File: config.mk
export PLATFORM = sky130hd
export DESIGN_NAME = gbac_axis
export DESIGN_NICKNAME = d
export VERILOG_FILES = /design/src/rtl/gbac_pkg.sv /design/src/rtl/gbac_axis.sv
export SDC_FILE = /design/constraint.sdc
export NUM_CORES = 1
export LEC_CHECK = 0
export BUFFER_PORTS_ARGS = -buffer_cell sky130_fd_sc_hd__buf_2
export CORE_MARGIN = 3
export CORE_UTILIZATION = 35
export DETAILED_ROUTE_END_ITERATION = 8
export PLACE_DENSITY = 0.59
export SYNTH_ARGS = -nofsm -noshare
export SYNTH_HDL_FRONTEND = slang
export SYNTH_SLANG_ARGS = --single-unit
File: constraint.sdc
create_clock -name vclk -period 9.39
set_clock_uncertainty 0.05 [all_clocks]
set_input_delay 1.4085 -clock vclk [all_inputs]
set_output_delay 1.4085 -clock vclk [all_outputs]
set_load 0.05 [all_outputs]
File: src/rtl/gbac_pkg.sv
// Shared types and constants for the gyro bias autocalibration block.
package gbac_pkg;

  localparam int unsigned NUM_AXES = 3;
  localparam int unsigned RATE_W = 16;
  localparam int unsigned LEVEL_W = 15;
  localparam int unsigned COUNT_W = 8;
  localparam int unsigned CFG_INDEX_W = 2;
  localparam int unsigned CFG_DATA_W = 15;

  typedef logic signed [RATE_W-1:0] rate_t;
  typedef logic [LEVEL_W-1:0] level_t;
  typedef logic [COUNT_W-1:0] count_t;
  typedef logic [CFG_INDEX_W-1:0] cfg_index_t;
  typedef logic [CFG_DATA_W-1:0] cfg_data_t;

  typedef enum logic [CFG_INDEX_W-1:0] {
    CFG_STILL_THRESHOLD   = 2'd0,
    CFG_STILL_COUNT_LIMIT = 2'd1,
    CFG_WRAP_GUARD        = 2'd2
  } cfg_reg_t;

  localparam level_t STILL_THRESHOLD_RESET = 15'h001a;
  localparam count_t STILL_COUNT_LIMIT_RESET = 8'h80;
  localparam level_t WRAP_GUARD_RESET = 15'h0400;

  localparam rate_t RATE_MIN = 16'sh8000;
  localparam rate_t RATE_MAX = 16'sh7fff;

  typedef struct packed {
    level_t still_threshold;
    level_t wrap_guard;
  } axis_cfg_t;

endpackage

File: src/rtl/gbac_axis.sv
// Per-axis motion test, offset correction with sign-flip saturation and new offset.
module gbac_axis
  import gbac_pkg::*;
(
  input  rate_t     sample,
  input  rate_t     reference,
  input  rate_t     offset,
  input  axis_cfg_t cfg,
  output logic      moved,
  output rate_t     corr,
  output rate_t     avg
);

  logic [RATE_W-1:0] diff;
  logic [RATE_W-1:0] diff_mag;
  logic [RATE_W-1:0] sample_mag;
  logic [RATE_W-1:0] raw_corr;
  logic [RATE_W:0]   sum;
  logic              flip;

  always_comb begin
    diff       = sample - reference;
    diff_mag   = diff[RATE_W-1] ? (~diff + 1'b1) : diff;
    moved      = diff_mag > {1'b0, cfg.still_threshold};

    raw_corr   = sample - offset;
    sample_mag = sample[RATE_W-1] ? (~sample + 1'b1) : sample;
    flip       = (raw_corr[RATE_W-1] != sample[RATE_W-1]) &&
                 (sample_mag > {1'b0, cfg.wrap_guard});
    if (flip) begin
      corr = sample[RATE_W-1] ? RATE_MIN : RATE_MAX;
    end else begin
      corr = rate_t'(raw_corr);
    end

    // floor of the halved 17-bit sum
    sum = {reference[RATE_W-1], reference} + {sample[RATE_W-1], sample};
    avg = rate_t'(sum[RATE_W:1]);
  end

endmodule

== Word-level counts from Yosys, hierarchy flattened ==
Index checks and enable logic that the tools add are counted.
Operators by class
  bitwise operators: 2
  reduce and logical (&&, ||, !) cells: 1
  order comparisons: 2
  equal/unequal tests: 1
  $add $sub $neg: 5
  muxes and demuxes: 4
Operators with widths (number)
  $mux 16: 4
  $add 16x1->16 const B: 2
  $gt 16x15->1: 2
  $not 16->16: 2
  $sub 16x16->16: 2
  $add 16x16->17: 1
  $logic_and 1x1->1: 1
  $ne 1x1->1: 1
Word-level totals
  flip-flop bits (word level): 0
  input port bits: 78

== Logic depth before layout (Yosys ltp) ==
  word-level depth: 6
  gate-level depth with buffers: 23

== Worst setup path before layout ==
OpenSTA, ideal clock, no wires.
  kind: in2out
  from: in reference[1]
  to: out moved
  data arrival time: 5178 ps
  stages: 22
  slack: 2754 ps
  required time: 7931 ps
  cells stage by stage: inv_1 -> ha_1 -> nor2b_1 -> o2111ai_1 -> and3_1 -> o311a_1 -> o2111ai_1 -> a21o_1 -> xnor2_1 -> buf_2 -> nand2_1 -> o21ai_1 -> ha_1 -> nor2b_1 -> o21a_1 -> o21a_1 -> o21a_1 -> o21a_1 -> o21ai_1 -> a31oi_1 -> o31ai_1 -> o41ai_1
Between the ends
  word-level cells in the longest chain between the ends: 5
Ends and longest elaborated chain
  start: declaration: line gbac_axis.sv:6  | input rate_t reference,
  $sub 16x16->16 (*): line gbac_axis.sv:22  | diff = sample - reference;
  $not 16->16: line gbac_axis.sv:23  | diff_mag = diff[RATE_W-1] ? (~diff + 1'b1) : diff;
  $add 16x1->16: line gbac_axis.sv:23
  $mux 16 (*): line gbac_axis.sv:23
  $gt 16x15->1 (*): line gbac_axis.sv:24  | moved = diff_mag > {1'b0, cfg.still_threshold};
  end: declaration: line gbac_axis.sv:9  | output logic moved,
Every way passes the cells marked *; elsewhere a longest branch is shown, timed or not.

== Worst setup path in the final report ==
Ends and elaborated chain as after synthesis.

==> qor.csv <==
stage;metric;value;unit
global_routing;first-pass GRT wire length;16400;um
sta;Slew @ Worst Pin;830;ps
status;status;completed;
global_routing;largest net degree at the start of global routing;34;
routing;DR vias;3786;
floorplanning;die height;109;um
synthesis;count of warnings emitted by yosys;0;
layout;ant diodes;0;
layout;Seq cells;0;
min_path;Worst Hold Class;input pin to output port;
global_routing;initial antenna violation count;0;
floorplanning;Core Region;10000;um^2
synthesis;synthesized area;3690;um^2
sta;Rel. slew slack;44.3;%
global_routing;gr usage total;16.5;%
sta;Hold WS;3250;ps
place;number of port buffers;111;
synthesis;Mean Syn Cell Area;7.07;um^2
critical_path;critical path data arrival time;5880;ps
routing;DRC viols;0;
sta;Hold Vio Cnt, Final;0;
routing;drt initial violations;142;
power;Pleak;2.29;nW
synthesis;Syn Inst Count;522;
layout;Seq. cell area;0;um^2
sta;Max Slew Vio Count;0;
synthesis;Cell variety after synth;55;
place;dpl hpwl;8740;um
layout;commonest non-fill, non-tap cells in the layout;111 x buf_2, 78 x ha_1, 73 x inv_1;
layout;P&R area growth vs syn;17.8;%
job;Max Cap Viol;0;
routing;TritonRoute pass-1 iters;4;
cts;hold_buf cts;0;
critical_path;Worst Path Max Fanout;12;
global_routing;vias in the first global route;3684;
synthesis;Seq/Total Area, Yosys;0;%
critical_path;CP Class;input pin to output port;
sta;crit share post-route;78.2;%
layout;clkbuf count;0;
floorplanning;FP Rows;36;
critical_path;Setup crit end kind;output port;
routing;drt total wl;9930;um
sta;TNS Setup;0;ps
sta;Final Setup Violations;0;
floorplanning;initial core utilization;36.9;%
floorplanning;die area;11800;um^2
sta;Max Clock Freq;136;MHz
critical_path;Worst EP required;7930;ps
power;VDD IR max;0.0799;mV
power;PwrDens;116;nW/um^2
cts;CTS-repair resized insts;0;
routing;routed length per instance;13.2;um
cts;setup repair bufs after CTS;0;
floorplanning;Die Wd;109;um
sta;minimum clock period;7340;ps
layout;most common cell after layout, fill and taps aside;buf_2;
routing;Antenna Violating Nets Remaining;0;
routing;vias per inst;5.03;
layout;layout cell share with drive strength beyond 1;19.7;%
sta;RSZ-0062 raised after global routing;no;
place;GPL Wtd Cong;0.886;
global_routing;gr ovfl total;0;
layout;NumNets Final;780;
synthesis;syn nets;681;
critical_path;startpoint types;input pin;
floorplanning;I/O pins;111;
-- worst paths after layout --
check | from | end | cells after the start
worst min-delay path | offset[0] | corr[0] | 4
worst max-delay path | reference[1] | moved | 23
-- cells in the mapped netlist, types with 2 or more instances --
cell type  count  area (um^2)
nor2b_1        9         56.3
ha_1          78          976
buf_2          3         15.0
o21a_1        11         82.6
o21ai_0       20          100
xnor2_1       55          482
o211ai_1       2         15.0
a211oi_1       3         22.5
a311oi_1       2         17.5
and2_1         2         12.5
a21oi_1       32          160
fa_1           3         60.1
nand2b_1      11         68.8
a31oi_1        5         31.3
o21bai_1       4         30.0
inv_1         73          274
nand3b_1       3         22.5
nand4_1        7         43.8
o2111ai_1      3         26.3
o21ai_1       11         55.1
and3_1         2         12.5
xor2_1        13          114
o31ai_1        9         67.6
inv_2          3         11.3
nor4_1         5         31.3
nand2_1       21         78.8
nand3_1       11         55.1
or2_1          2         12.5
nor4b_1        2         17.5
o41ai_1        3         26.3
or3_1          4         25.0
nor2_1        40          150
or2_2          2         12.5
nor3_1        16         80.1
a21o_1        10         75.1
mux2i_1       15          150
clkbuf_1       9         33.8
-- layer usage --
metal  up-vias  wire (um)  part of all wire [%]  GRT usage [%]
li1       2010          -                     -              -
met1      1690       4620                    47           21.5
met2        82       4910                    49           31.6
met3         4        356                   3.6          0.533
met4         0         42                  0.42          0.631
met5         -          0                     0              0
-- cell type report --
| type | count | area, um^2 |
|---|---|---|
| fill | 1067 | 5650 |
| multi-input combinational | 432 | 3340 |
| timing repair buffer | 111 | 556 |
| inverter | 76 | 285 |
| tap | 133 | 166 |
-- per-stage QoR --
step           power, W  std cells  util (%)  cell area, um^2  worst slack [ps]
2_1_floorplan  0.000396        522         -             3690              2750
3_3_place_gp   0.000500        752      43.5             4350              2200
3_5_place_dp   0.000507        752      43.5             4350              2090
4_1_cts        0.000509        752      43.5             4350              2060
5_1_grt        0.000555        752      43.5             4350              1680
6_report       0.000505        752      43.5             4350              2050
-- where the power goes --
group | internal (W) | switching (W)
Clock | 0 | 0
Combinational | 0.000179 | 0.000326
Sequential | 0 | 0
-- logic make-up after synthesis --
| logic type | Yosys count | synth area share (%) |
|---|---|---|
| AOI/OAI and AO/OA | 123 | 21.6 |
| xor gates and xnor gates | 68 | 16.1 |
| adders and majority gates | 81 | 28.1 |
| buffers and inverters | 90 | 9.46 |
| muxes | 15 | 4.07 |
| and+or+nand+nor | 145 | 20.6 |
-- worst max-delay path: stages --
cell,delay [ps]
buf_2,110
inv_1,120
ha_1,260
nor2b_1,160
o2111ai_1,220
and3_1,250
o311a_1,250
o2111ai_1,140
a21o_1,220
xnor2_1,660
nand2_1,110
o21ai_1,120
ha_1,270
nor2b_1,140
o21a_1,170
o21a_1,160
o21a_1,160
o21a_1,160
o21ai_1,110
a31oi_1,80
o31ai_1,250
o41ai_1,120
buf_2,230
(Power assumes the default switching activity.)
